**src/rtl/core/lhp_pkg.sv**
```systemverilog
package lhp_pkg;

    // Defaults for the top-level parameters
    localparam int NUM_BINS_DEF       = 65536;
    localparam int OVERFLOW_DEPTH_DEF = 64;
    localparam int COUNT_WIDTH_DEF    = 32;

    // Fixed field widths
    localparam int SAMPLE_W = 32;
    localparam int PCT_W    = 14;
    localparam int SUM_W    = 48;
    localparam int RESULT_W = 32;
    localparam int WARM_W   = 16;
    localparam int FUNC_W   = 2;

    // Depth of the queue between front and back
    localparam int QUEUE_DEPTH = 2;

    // Full scale of a percentile, in hundredths of a percent
    localparam logic [PCT_W-1:0] PCT_FULL = 14'd10000;

    // Function codes on the input channel
    localparam logic [FUNC_W-1:0] FUNC_ADD   = 2'd0;
    localparam logic [FUNC_W-1:0] FUNC_QUERY = 2'd1;

    typedef enum logic [1:0] {
        OP_ADD,
        OP_QUERY,
        OP_STAT
    } op_t;

    typedef enum logic [1:0] {
        STAT_OK     = 2'd0,
        STAT_WARMUP = 2'd1,
        STAT_FULL   = 2'd2,
        STAT_MISS   = 2'd3
    } status_t;

    // One classified item as it waits in the queue
    typedef struct packed {
        op_t                 op;
        logic [SAMPLE_W-1:0] sample;
        logic                in_bins;
        logic [PCT_W-1:0]    pct;
    } item_t;

    // Configuration write toward the back end
    typedef struct packed {
        logic              load;
        logic [WARM_W-1:0] warmup;
    } cfg_t;

    typedef enum logic [3:0] {
        BS_CLEAR,
        BS_IDLE,
        BS_BIN_WR,
        BS_OV_RD,
        BS_OV_CMP,
        BS_OV_PUT,
        BS_MUL,
        BS_DIV,
        BS_SCAN,
        BS_OV_PICK
    } back_state_t;

endpackage

```
**src/rtl/core/lhp_front.sv**
```systemverilog
module lhp_front #(
    parameter int NUM_BINS = lhp_pkg::NUM_BINS_DEF
) (
    input  logic                       clk,
    input  logic                       rst_n,
    input  logic                       s_tvalid,
    output logic                       s_tready,
    input  logic [47:0]                s_tdata,   // sample[31:0], percentile[45:32], zero pad
    input  logic [lhp_pkg::FUNC_W-1:0] s_tuser,   // func[1:0]
    output logic                       q_valid,
    output lhp_pkg::item_t             q_item,
    input  logic                       q_pop
);
    import lhp_pkg::*;

    localparam int PTR_W = (QUEUE_DEPTH > 1) ? $clog2(QUEUE_DEPTH) : 1;
    localparam int CNT_W = $clog2(QUEUE_DEPTH + 1);

    item_t              queue_reg [QUEUE_DEPTH];
    logic [PTR_W-1:0]   wr_ptr_reg, wr_ptr_next;
    logic [PTR_W-1:0]   rd_ptr_reg, rd_ptr_next;
    logic [CNT_W-1:0]   cnt_reg, cnt_next;
    item_t              item_in;
    logic               push;
    logic [SAMPLE_W-1:0] smp;
    logic [PCT_W-1:0]   pct_raw;

    assign smp     = s_tdata[SAMPLE_W-1:0];
    assign pct_raw = s_tdata[SAMPLE_W+PCT_W-1:SAMPLE_W];

    // Classify the incoming transfer
    always_comb
    begin
        case (s_tuser)
            FUNC_ADD:   item_in.op = OP_ADD;
            FUNC_QUERY: item_in.op = OP_QUERY;
            default:    item_in.op = OP_STAT;
        endcase
        item_in.sample  = smp;
        item_in.in_bins = ({1'b0, smp} < 33'(NUM_BINS));
        item_in.pct     = (pct_raw > PCT_FULL) ? PCT_FULL : pct_raw;
    end

    assign s_tready = (cnt_reg < CNT_W'(QUEUE_DEPTH));
    assign push     = s_tvalid && s_tready;
    assign q_valid  = (cnt_reg != '0);
    assign q_item   = queue_reg[rd_ptr_reg];

    // Advance pointers and fill count
    always_comb
    begin
        wr_ptr_next = wr_ptr_reg;
        rd_ptr_next = rd_ptr_reg;
        cnt_next    = cnt_reg;
        if (push)
        begin
            wr_ptr_next = (wr_ptr_reg == PTR_W'(QUEUE_DEPTH - 1)) ? '0 : wr_ptr_reg + 1'b1;
        end
        if (q_pop)
        begin
            rd_ptr_next = (rd_ptr_reg == PTR_W'(QUEUE_DEPTH - 1)) ? '0 : rd_ptr_reg + 1'b1;
        end
        if (push && !q_pop)
        begin
            cnt_next = cnt_reg + 1'b1;
        end
        else if (!push && q_pop)
        begin
            cnt_next = cnt_reg - 1'b1;
        end
    end

    always_ff @(posedge clk or negedge rst_n)
    begin
        if (!rst_n)
        begin
            wr_ptr_reg <= '0;
            rd_ptr_reg <= '0;
            cnt_reg    <= '0;
        end
        else
        begin
            wr_ptr_reg <= wr_ptr_next;
            rd_ptr_reg <= rd_ptr_next;
            cnt_reg    <= cnt_next;
        end
    end

    // Hold queued items
    always_ff @(posedge clk)
    begin
        if (push)
        begin
            queue_reg[wr_ptr_reg] <= item_in;
        end
    end

endmodule

```
**config.mk**
```make
export PLATFORM = sky130hd
export DESIGN_NAME = lhp_front
export DESIGN_NICKNAME = d
export VERILOG_FILES = /design/src/rtl/core/lhp_pkg.sv /design/src/rtl/core/lhp_front.sv
export SDC_FILE = /design/constraint.sdc
export NUM_CORES = 1
export LEC_CHECK = 0
export BUFFER_PORTS_ARGS = -buffer_cell sky130_fd_sc_hd__buf_2
export CAP_MARGIN = 5
export CORE_MARGIN = 3
export CORE_UTILIZATION = 45
export CTS_BUF_LIST = sky130_fd_sc_hd__clkbuf_8
export DETAILED_ROUTE_END_ITERATION = 16
export GPL_TIMING_DRIVEN = 0
export PLACE_DENSITY = 0.72
export SLEW_MARGIN = 30
export SYNTH_ARGS = -nofsm -noshare
export SYNTH_HDL_FRONTEND = slang
export SYNTH_SLANG_ARGS = --single-unit
```
**constraint.sdc**
```tcl
create_clock -name clk -period 4.45 [get_ports clk]
set_input_delay 0.445 -clock clk [delete_from_list [all_inputs] [get_ports clk]]
set_output_delay 0.445 -clock clk [all_outputs]
set_load 0.01 [all_outputs]
```
# After elaboration in Yosys (flattened, before gate mapping)
# Memory sizes are Yosys's and may differ from the RTL's.
# Index checks and enable logic that the tools add are counted.
op_classes:
  n_addsub: 4
  mul: 0
  div: 0
  magnitude_cmp: 3
  eq_ne: 1
  shifts: 0
  muxes: 8
  bitwise: 0
  reduce_logical: 8
op_table:
  columns: ["op", "count"]
  rows:
  - ["32-bit by 17-bit < comparator with 1-bit output (second input constant)", 1]
  - ["14-bit greater-than comparator (second input constant)", 1]
  - ["14-bit two-way mux", 1]
  - ["1-bit two-way mux", 4]
  - ["2-bit two-way mux", 2]
  - ["2-bit case mux with 2 select lines", 1]
  - ["2-bit nonzero test", 2]
  - ["1-bit logical AND", 3]
  - ["1-bit adder (second input constant)", 2]
  - ["2-bit by 1-bit adder with 2-bit output (second input constant)", 1]
  - ["2-bit by 1-bit == test with 1-bit output (second input constant)", 1]
  - ["1-bit zero test", 2]
  - ["2-bit zero test", 1]
  - ["2-bit < comparator (second input constant)", 1]
  - ["2-bit by 1-bit subtractor with 2-bit output (second input constant)", 1]
word_totals:
  ff_bits: 4
  latchBits: 0
  ram_bits: 98
  romBits: 0
  input_bits: 54
  out_inout_bits: 51
  mem_count: 1
mem_list:
  columns: ["memory", "depth", "width", "rd", "rd_ports_with_merged_regs", "write_ports", "line", "source"]
  rows:
  - ["queue_reg", 2, 49, 1, 0, 1, "lhp_front.sv:19", "item_t queue_reg [QUEUE_DEPTH];"]

# Longest topological paths before layout
# Gate-level depths: netlist of the first run.
logic_depth:
  depth_word: 6
  depth_mapped: 5

# Worst setup path after synthesis of the first run
# Ideal clock, no wire load.
synth_path:
  path_type: "input-to-reg"
  from: "in s_tvalid"
  to: "mem queue_reg[0][0] (netlist bit), enable pin"
  t_arrival_ns: 2.908
  required_time_ns: 3.988
  path_slack_ns: 1.081
  stages: 2
  n_path_buf: 0
  path_cell_list: "nor2b_1 -> nor2b_1"
synth_via:
  elab_chain_cells: 3
synth_rtl:
  columns: ["element", "line", "source"]
  rows:
  - ["start, declared", "lhp_front.sv:6", "input logic s_tvalid,"]
  - ["1-bit logical AND", "lhp_front.sv:45", "assign push = s_tvalid && s_tready;"]
  - ["1-bit two-way mux", "lhp_front.sv:92", "if (push)"]
  - ["1-bit two-way mux (implied by the code)", "lhp_front.sv:94", "queue_reg[wr_ptr_reg] <= item_in;"]
  - ["end, declared", "lhp_front.sv:19", null]
# No other way between the ends.

==> flow_summary.ini, run 1 <==
[global_route]
grt_pass1_wl_um = 11100
track_usage_pct = 14.9
grt_antenna_before_repair = 0
grt_pass1_vias = 2267
grt_max_degree = 36
grt_overflow = 0

[min_path]
hp-start = s_tdata[8]
hold_path_class = in -> reg
holdPathStages = 1
min_to = queue_reg[1][23]$_DFFE_PP_

[place]
gp_congestion = 0.721
portBuffers = 102
dp_hpwl_um = 4990
placement.cell_area_sq_mm = 0.00463
dp_cells = 410

[route]
via_count = 2066
postRouteAntennaNets = 0
wire_per_inst_um = 16.4
drcViolationCount = 0
first_iter_violations = 66
wirelength_um = 7000
firstDrtPassIters = 4
via_per_inst = 4.84

[critical_path]
startpoint_type = flip-flop
end_kind = output pin
rrSetupSlack_ps = 2520
critPathArrivalTime_ps = 1770
reg2reg_depth = 4
r2r-end = queue_reg[0][13]$_DFFE_PP_
reg2reg_from = cnt_reg[1]$_DFFE_PN0P_
worstPathMaxFanout = 10
crit_type = reg -> out
cp.required_ps = 4010

[power]
p_comb_share_pct = 32.4
p_int_uw = 1890
swShare_pct = 30.3
powerDensity_mw_per_mm2 = 562
p_leak_uw = 0.00181
switchingPower_uw = 822
ir_drop_mv = 0.240
p_seq_share_pct = 48.0
clkPwrFrac_pct = 19.6

[floorplanning]
die-area_sq_mm = 0.00983
die_x_um = 99.2
rows = 33
core_sq_mm = 0.00834
fp.dieH_um = 99.2
ios = 105
floorplan.initialDensity_pct = 46.8

[sta]
rsz0062_at_grt = no
skew_ps = 8.45
setup_viol = 0
period_share_pct = 49.8
fmax_mhz = 451
maxSlewViolCount = 0
tightest_slew_ps = 519
min_period_ps = 2220
hold_viol = 0
timing.slew.headroom_pct = 65.3

[layout]
drive_gt1_share_pct = 56.2
fin_area_sq_mm = 0.00482
instances_no_fill = 427
largest_reg_flops = 98
layout.nets = 372
area_delta_synth_final_pct = 23.5
antenna-diode-count = 0

[yosys]
ys_seq_area_share_pct = 77.9
netlist_area_sq_mm = 0.00391
syn-num-nets = 255
synth.distinct_cells = 24
synthCells = 200
avgSynthCellArea_sq_um = 19.5
synth_warnings = 0
synth_seq_cells = 102

[run_status]
status = finished, final reports clean

[cts]
cts_tree = done
clkSlewWorstSetupHoldPaths_ps = 100
clkLatencyLatePin_ps = 360
clockBufferDepth = 2
clock_sinks = 102
numCtsBuffers = 9
htreeDepth = 3
cts_root_buf = clkbuf_8

[job]
cap_viol_max_count = 0
==> cells by family (layout without fill, tap and decap cells) <==
kind of cell,count (synthesis),count (layout),share of synthesized area [%]
xor+xnor,5,5,1.12
simple gates,30,30,4.77
flops,102,102,77.9
fa+ha+maj,1,1,0.320
buf+inv,10,132,1.12
compound gates,3,3,0.640
mux,49,49,14.1
==> cell type report <==
type / instances / area (sq um)
fillers: 669 / 3520
flip-flops and latches: 102 / 3040
multi-input cells: 88 / 830
repair buffers: 106 / 596
well taps: 105 / 131
clock buffers: 9 / 124
clock inverters: 7 / 57.6
plain buffers: 8 / 36.3
inverters: 2 / 7.51
==> stage by stage <==
step / TNS [ps] / power [uW] / util [%] / hold slack (ps) / worst slack (ps)
2_1_floorplan: 0 / 1860 / - / 149 / 1080
3_3_place_gp: -13150 / 2170 / 54.5 / 256 / -272
3_5_place_dp: 0 / 2230 / 55.6 / 256 / 2350
4_1_cts: 0 / 2760 / 57.8 / 243 / 2120
5_1_grt: 0 / 2870 / 57.8 / 237 / 2080
6_report: 0 / 2710 / 57.8 / 269 / 2230
==> power by group through the flow <==
stage | registers (uW) | logic, uW | clock network [uW]
6_report | 1300 | 879 | 531
5_1_grt | 1320 | 954 | 598
4_1_cts | 1310 | 904 | 554
3_5_place_dp | 1330 | 900 | 0
3_3_place_gp | 1330 | 840 | 0
2_1_floorplan | 1320 | 542 | 0
==> repair_timing <==
action,CTS,global route
gates resized for setup,0,0
hold buffers,1,0
endpoints found under the setup margin,0,0
buffers inserted,0,0
endpoints found under the hold margin,4,0
==> cells in the mapped netlist, drive strengths merged <==
| master | count | area [sq um] |
|---|---|---|
| a21oi | 1 | 5.00 |
| and2 | 8 | 51.3 |
| and3 | 1 | 6.26 |
| and4 | 1 | 8.76 |
| buf | 5 | 25.0 |
| clkbuf | 3 | 11.3 |
| dfrtp | 4 | 100 |
| edfxtp | 98 | 2940 |
| ha | 1 | 12.5 |
| inv | 2 | 7.51 |
| mux2 | 49 | 552 |
| nand2 | 1 | 3.75 |
| nand2b | 3 | 18.8 |
| nor2 | 3 | 11.3 |
| nor2b | 5 | 31.3 |
| nor4 | 4 | 25.0 |
| o21ai | 1 | 5.00 |
| o221ai | 1 | 15.0 |
| or2 | 2 | 12.5 |
| or3 | 2 | 17.5 |
| xnor2 | 2 | 17.5 |
| xor2 | 3 | 26.3 |
==> cell usage in the layout, fill, tap and decap left out <==
cell type	count
mux2_2	49
nand2b_1	3
nor2b_1	4
nor2_1	3
and4_1	1
buf_2	107
a21oi_1	1
edfxtp_1	98
xor2_1	3
or2_2	2
nand2_1	1
nor4_1	4
buf_12	1
inv_8	1
and3_1	1
and2_2	1
inv_1	3
inv_6	1
clkinvlp_4	1
dfrtp_1	4
and2_1	6
or3_4	1
o221ai_2	1
clkbuf_1	3
clkinv_4	3
xnor2_1	2
nor2b_4	1
dlygate4sd3_1	1
o21ai_0	1
or3_1	1
buf_16	2
clkbuf_8	9
and2_4	1
ha_1	1
==> how the worst max path moves through the flow <==
stage,start,end,slack (ps)
after global placement,s_tvalid,queue_reg[0][16]$_DFFE_PP_,-270
after detailed placement,s_tvalid,queue_reg[0][15]$_DFFE_PP_,2350
after floorplan,s_tvalid,queue_reg[0][0]$_DFFE_PP_,1080
after CTS,rd_ptr_reg$_DFFE_PN0P_,q_item[36],2120
after global routing,rd_ptr_reg$_DFFE_PN0P_,q_item[13],2080
final,rd_ptr_reg$_DFFE_PN0P_,q_item[13],2230
==> critical path, cell delays in order, from the launching register on <==
cell	delay, ps
dfrtp_1	340
clkbuf_1	240
buf_2	320
mux2_2	370
buf_2	150
==> metal layers <==
metal	global-route usage, %	up-vias	share of wire, %	wire length [um]
met3	6.80	5	9.1	635
met4	4.73	0	0.79	55
met2	24.9	67	50	3480
met5	0	-	0	0
met1	17.1	992	40	2820
li1	-	1002	-	-
(Power assumes the default switching activity.)
==> inputs of run 2 (changes only) <==
PLACE_DENSITY = 0.75   (was 0.72)
clock period = 1.79 ns   (was 4.45 ns; I/O delays follow)
==> run 2 against run 1 <==
First-iteration DRC count is 4.5% higher. Wire length is 0.54% higher. Sequential power grew to 2.5 times the previous value. Final area is 3.7% higher. Worst hold slack worse by 240 ps. Clock skew is 4.8 ps higher. Sequential share of layout area is 2.2 points lower.
==> flow_summary.ini, run 2 (synthesis results as in run 1) <==
[critical_path]
reg2reg_depth = 2
startpoint_type = flip-flop
critPathArrivalTime_ps = 1540
worstPathMaxFanout = 10
crit_start = rd_ptr_reg$_DFFE_PN0P_
end_kind = output pin
rrSetupSlack_ps = 130
r2r-end = queue_reg[1][14]$_DFFE_PP_
cp.required_ps = 1610
crit_type = reg -> out
reg2reg_from = cnt_reg[1]$_DFFE_PN0P_

[global_route]
grt_pass1_wl_um = 11000
grt_antenna_before_repair = 0
grt_overflow = 0
grt_max_degree = 50
track_usage_pct = 14.7
grt_pass1_vias = 2250

[cts]
numCtsBuffers = 9
clkSlewWorstSetupHoldPaths_ps = 100
cts_tree = done
clockBufferDepth = 2
clock_sinks = 102
post_cts_buffers = 0
cts_root_buf = clkbuf_8
htreeDepth = 3
clkLatencyLatePin_ps = 360

[place]
portBuffers = 102
dp_hpwl_um = 4740
post-place-ws_ps = 150
gp_congestion = 0.693

[floorplanning]
die-area_sq_mm = 0.00983
core_sq_mm = 0.00834
fp.dieH_um = 99.2
die_x_um = 99.2
floorplan.initialDensity_pct = 46.8
rows = 33
ios = 105

[sta]
setup_viol = 0
tightest_slew_ps = 683
maxSlewViolCount = 0
rsz0062_at_grt = yes
min_period_ps = 1720
fmax_mhz = 583
skew_ps = 13.2
setup_ws_ps = 73.9
hold_viol = 0
period_share_pct = 95.9
fin_tns_setup_ps = 0
timing.slew.headroom_pct = 54.5

[min_path]
hold_path_class = in -> reg
min_to = queue_reg[1][29]$_DFFE_PP_
hp-start = s_tdata[14]
holdPathStages = 1

[route]
via_per_inst = 4.89
wirelength_um = 7030
via_count = 2167
postRouteAntennaNets = 0
wire_per_inst_um = 15.9
drcViolationCount = 0
firstDrtPassIters = 4
first_iter_violations = 69

[run_status]
status = finished, final reports clean

[power]
p_leak_uw = 0.00189
powerDensity_mw_per_mm2 = 1370
ir_drop_mv = 0.637

[job]
cap_viol_max_count = 0

[layout]
antenna-diode-count = 0
layout.nets = 388
most-common-layout-cells = 102 x buf_2, 98 x edfxtp_1, 49 x mux2_2, 19 x dlygate4sd3_1, 9 x clkbuf_8
final_common_cell = buf_2
n_fill_cell = 669
area_delta_synth_final_pct = 28.1
drive_gt1_share_pct = 53.6
largest_reg_flops = 98
==> run 2: cell count changes in the layout (fill, tap and decap cells not counted), sizes merged <==
cell,previous run,this run
clkinv,3,6
bufinv,0,1
clkinvlp,1,0
clkbuf,12,11
buf,110,109
inv,5,2
dlygate4sd3,1,19
==> run 2: layout make-up <==
cell class                      count  area (sq um)  share of cell area [%]
Sequential cell                   102          3040                    60.8
Multi-Input combinational cell     88           832                    16.6
Timing Repair Buffer              123           756                    15.1
Tap cell                          105           131                    2.63
Clock buffer                        9           124                    2.48
Clock inverter                      7          65.1                    1.30
Buffer                              7          45.0                   0.900
Inverter                            2          7.51                   0.150
==> run 2: worst max-delay path, stage by stage (launching register included) <==
cell,delay [ps]
dfrtp_2,450
buf_4,220
mux2_2,360
buf_2,140
==> run 2: routing by layer <==
metal,vias to the layer above,global-route usage [%],share of wire [%]
met1,1050,17.1,40
met2,74,25.6,53
met3,11,3.58,6.4
li1,1032,-,-
met5,-,0,0
met4,0,7.04,1.4
==> run 2: what timing repair did <==
item | CTS | global route
cloned | 0 | 0
endpoints found under the hold margin | 24 | 9
gates resized for setup | 6 | 0
hold buffers | 13 | 6
endpoints found under the setup margin | 49 | 26
==> run 2: worst max path at each step <==
| stage | end |
|---|---|
| 6_report | q_item[7] |
| 5_1_grt | q_item[7] |
| 4_1_cts | q_item[7] |
| 3_5_place_dp | queue_reg[1][8]$_DFFE_PP_ |
| 3_3_place_gp | queue_reg[0][8]$_DFFE_PP_ |
| 2_1_floorplan | queue_reg[0][0]$_DFFE_PP_ |
==> run 2: power by group <==
| group | total [uW] | leakage, uW | internal, uW | switching (uW) |
|---|---|---|---|---|
| combinational | 2190 | 0.000841 | 1090 | 1110 |
| clock | 1370 | 0.0000980 | 637 | 734 |
| sequential | 3270 | 0.000949 | 3130 | 138 |
| total | 6840 | 0.00189 | 4860 | 1980 |
==> run 2: per-stage QoR <==
stage	instance area (sq um)	total power (uW)	utilization [%]	hold WS, ps	instances
CTS	4940	6920	59.3	1.66	437
global placement	4560	5370	54.7	-13.4	407
finish	5000	6840	60.0	25.2	443
detailed placement	4620	5500	55.3	-10.8	409
global route	5000	7230	60.0	-1.69	443
floorplan	3920	4630	-	-117	200
==> inputs of run 3 (changes only) <==
ABC_AREA = 1   (was unset)
PLACE_DENSITY = 0.72   (was 0.75)
clock period = 2.1 ns   (was 1.79 ns; I/O delays follow)
==> run 3 against run 2 <==
Utilization fell by 0.81 points. Sequential power fell by 16%. Clock skew fell by 7.6 ps. Synthesized area rose by 2.4%. Sequential share of layout area rose by 0.20 points. Highest routed layer unchanged.
==> flow_summary.ini, run 3 <==
[place]
post-place-ws_ps = 237
placement.cell_area_sq_mm = 0.00477
gp_congestion = 0.707
dp_hpwl_um = 5420
portBuffers = 102
dp_cells = 441

[route]
firstDrtPassIters = 4
via_per_inst = 4.88
wire_per_inst_um = 16.2
via_count = 2236
postRouteAntennaNets = 0
drcViolationCount = 0
first_iter_violations = 40
wirelength_um = 7440

[cts]
clkSlewWorstSetupHoldPaths_ps = 100
post_cts_buffers = 0
numCtsBuffers = 9
ctsResizeCount = 0
cts_tree = done
htreeDepth = 3
clkLatencyLatePin_ps = 350
cts-hold-fix-buffers = 1
clock_sinks = 102
clockBufferDepth = 2
cts_root_buf = clkbuf_8

[layout]
fin_area_sq_mm = 0.00499
post-route-util_pct = 59.2
largest_reg_flops = 98
instances_no_fill = 458
layout.nets = 403
n_fill_cell = 678
regArea_sq_mm = 0.00304
drive_gt1_share_pct = 51.0
area_delta_synth_final_pct = 24.6
antenna-diode-count = 0
multiInputGateArea_sq_um = 828
most-common-layout-cells = 103 x buf_2, 98 x edfxtp_1, 45 x mux2_2, 20 x inv_1, 15 x nand2_1
final_common_cell = buf_2

[yosys]
ys_seq_area_share_pct = 76.1
yosysTopAreaCellShare_pct = 73.6
netlist_top_cells_area = edfxtp_1 74%, mux2_2 13%, dfrtp_1 2.5%
synth_compound_area_share_pct = 1.13
synthCells = 230
synth_top_family_by_area = multiplexers
synthAdderAreaFrac_pct = 0.313
yosys-top-cells-count = 98 x edfxtp_1, 45 x mux2_2, 20 x inv_1, 15 x nand2_1, 10 x nor2_1
synth_warnings = 0
synthMostInstantiatedCell = edfxtp_1
synth_seq_cells = 102
synth_area_leader_cell = edfxtp_1
netlist_area_sq_mm = 0.00400
synth.distinct_cells = 19
synth-simple-area-share_pct = 4.22
synthArstFlopShare_pct = 3.92
synthMuxAreaShare_pct = 13.8
synth_xor_area_share_pct = 0.876
synth_edf_count = 98
syn-num-nets = 285
synth_ff_type = edfxtp_1
avgSynthCellArea_sq_um = 17.4

[critical_path]
crit_type = reg -> reg
worstPathMaxFanout = 20
rrSetupSlack_ps = 240
startpoint_type = flip-flop
end_kind = flip-flop
r2r-end = queue_reg[1][47]$_DFFE_PP_
reg2reg_depth = 5
reg2reg_from = cnt_reg[1]$_DFFE_PN0P_
cp.required_ps = 2160
critPathArrivalTime_ps = 1910

[power]
p_leak_uw = 0.00195
powerDensity_mw_per_mm2 = 1200
ir_drop_mv = 0.444

[run_status]
status = finished, final reports clean

[floorplanning]
core_sq_mm = 0.00842
rows = 33
die_x_um = 100
ios = 105
fp.dieH_um = 100
floorplan.initialDensity_pct = 47.5
die-area_sq_mm = 0.0101

[sta]
setup_ws_ps = 244
period_share_pct = 88.4
hold_viol = 0
maxSlewViolCount = 0
skew_ps = 5.63
min_period_ps = 1860
timing.slew.headroom_pct = 66.4
setup_viol = 0
hold_ws_ps = 44.6
rsz0062_at_grt = no
tightest_slew_ps = 503
fmax_mhz = 539

[global_route]
grt_pass1_wl_um = 12000
grt_pass1_vias = 2458
grt_antenna_before_repair = 0
grt_overflow = 0
track_usage_pct = 15.5
grt_max_degree = 21

[job]
cap_viol_max_count = 0

[min_path]
holdPathStages = 1
min_to = queue_reg[0][16]$_DFFE_PP_
hp-start = s_tdata[1]
hold_path_class = in -> reg
-- run 3: cell types whose count changed after synthesis, moves of 3 or more --
| cell | previous run | this run |
|---|---|---|
| inv_1 | 2 | 20 |
| buf_6 | 0 | 5 |
| a21oi_1 | 1 | 9 |
| nand2_1 | 1 | 15 |
| nor2b_1 | 5 | 0 |
| mux2_2 | 49 | 45 |
| nor2_1 | 3 | 10 |
| nand3_1 | 0 | 3 |
| and2_1 | 7 | 0 |
| mux2_1 | 0 | 4 |
| nand2_2 | 0 | 3 |
| nand2b_1 | 3 | 0 |
| buf_2 | 5 | 1 |
-- run 3: layout make-up --
class / count / area share, %
repair buffers: 107 / 12.6
inverters: 20 / 1.51
well taps: 105 / 2.63
multi-input cells: 100 / 16.6
clock inverters: 5 / 1.15
flip-flops and latches: 102 / 61.0
clock buffers: 11 / 3.04
plain buffers: 8 / 1.38
-- run 3: worst max-delay path, cell delays in order (launching register included) --
cell     delay [ps]
dfrtp_1         380
inv_1           120
nand2_1         190
nor2_4          450
buf_16          230
buf_16          180
-- run 3: logic make-up (layout without fill, tap and decap cells) --
group,count (synthesis),after routing
DFF,102,102
muxes,49,49
and+or+nand+nor,37,37
buffers and inverters,28,151
AOI/OAI and AO/OA,9,9
xor gates and xnor gates,4,4
adders and majority gates,1,1
-- run 3: where the power goes --
part           switching (uW)  total [uW]  internal [uW]
clock                     642        1260            617
combinational            1040        2010            966
sequential               81.8        2740           2660
total                    1770        6010           4240
-- run 3: worst max-delay path by stage --
| stage | slack, ps | to | cells after the start | startpoint |
|---|---|---|---|---|
| 2_1_floorplan | -250 | queue_reg[0][0]$_DFFE_PP_ | 3 | cnt_reg[1]$_DFFE_PN0P_ |
| 3_3_place_gp | -950 | queue_reg[0][0]$_DFFE_PP_ | 3 | cnt_reg[1]$_DFFE_PN0P_ |
| 3_5_place_dp | 240 | queue_reg[0][48]$_DFFE_PP_ | 5 | cnt_reg[1]$_DFFE_PN0P_ |
| 4_1_cts | 220 | queue_reg[0][38]$_DFFE_PP_ | 5 | cnt_reg[1]$_DFFE_PN0P_ |
| 5_1_grt | 130 | queue_reg[0][38]$_DFFE_PP_ | 5 | cnt_reg[1]$_DFFE_PN0P_ |
| 6_report | 240 | queue_reg[1][47]$_DFFE_PP_ | 5 | cnt_reg[1]$_DFFE_PN0P_ |
-- run 3: stage by stage --
stage               total power, uW  TNS [ps]
floorplan                      4000    -24110
global placement               4670    -93130
detailed placement             4830         0
CTS                            6090         0
global route                   6340         0
finish                         6010         0
-- run 3: per-layer routing --
metal	vias to the layer above	part of all wire, %	track usage, %	routed length (um)
met1	1075	43	19.1	3170
met2	75	49	26.4	3640
met4	0	1.1	4.97	81
li1	1077	-	-	-
met3	9	7.3	4.59	542
met5	-	0	0	0
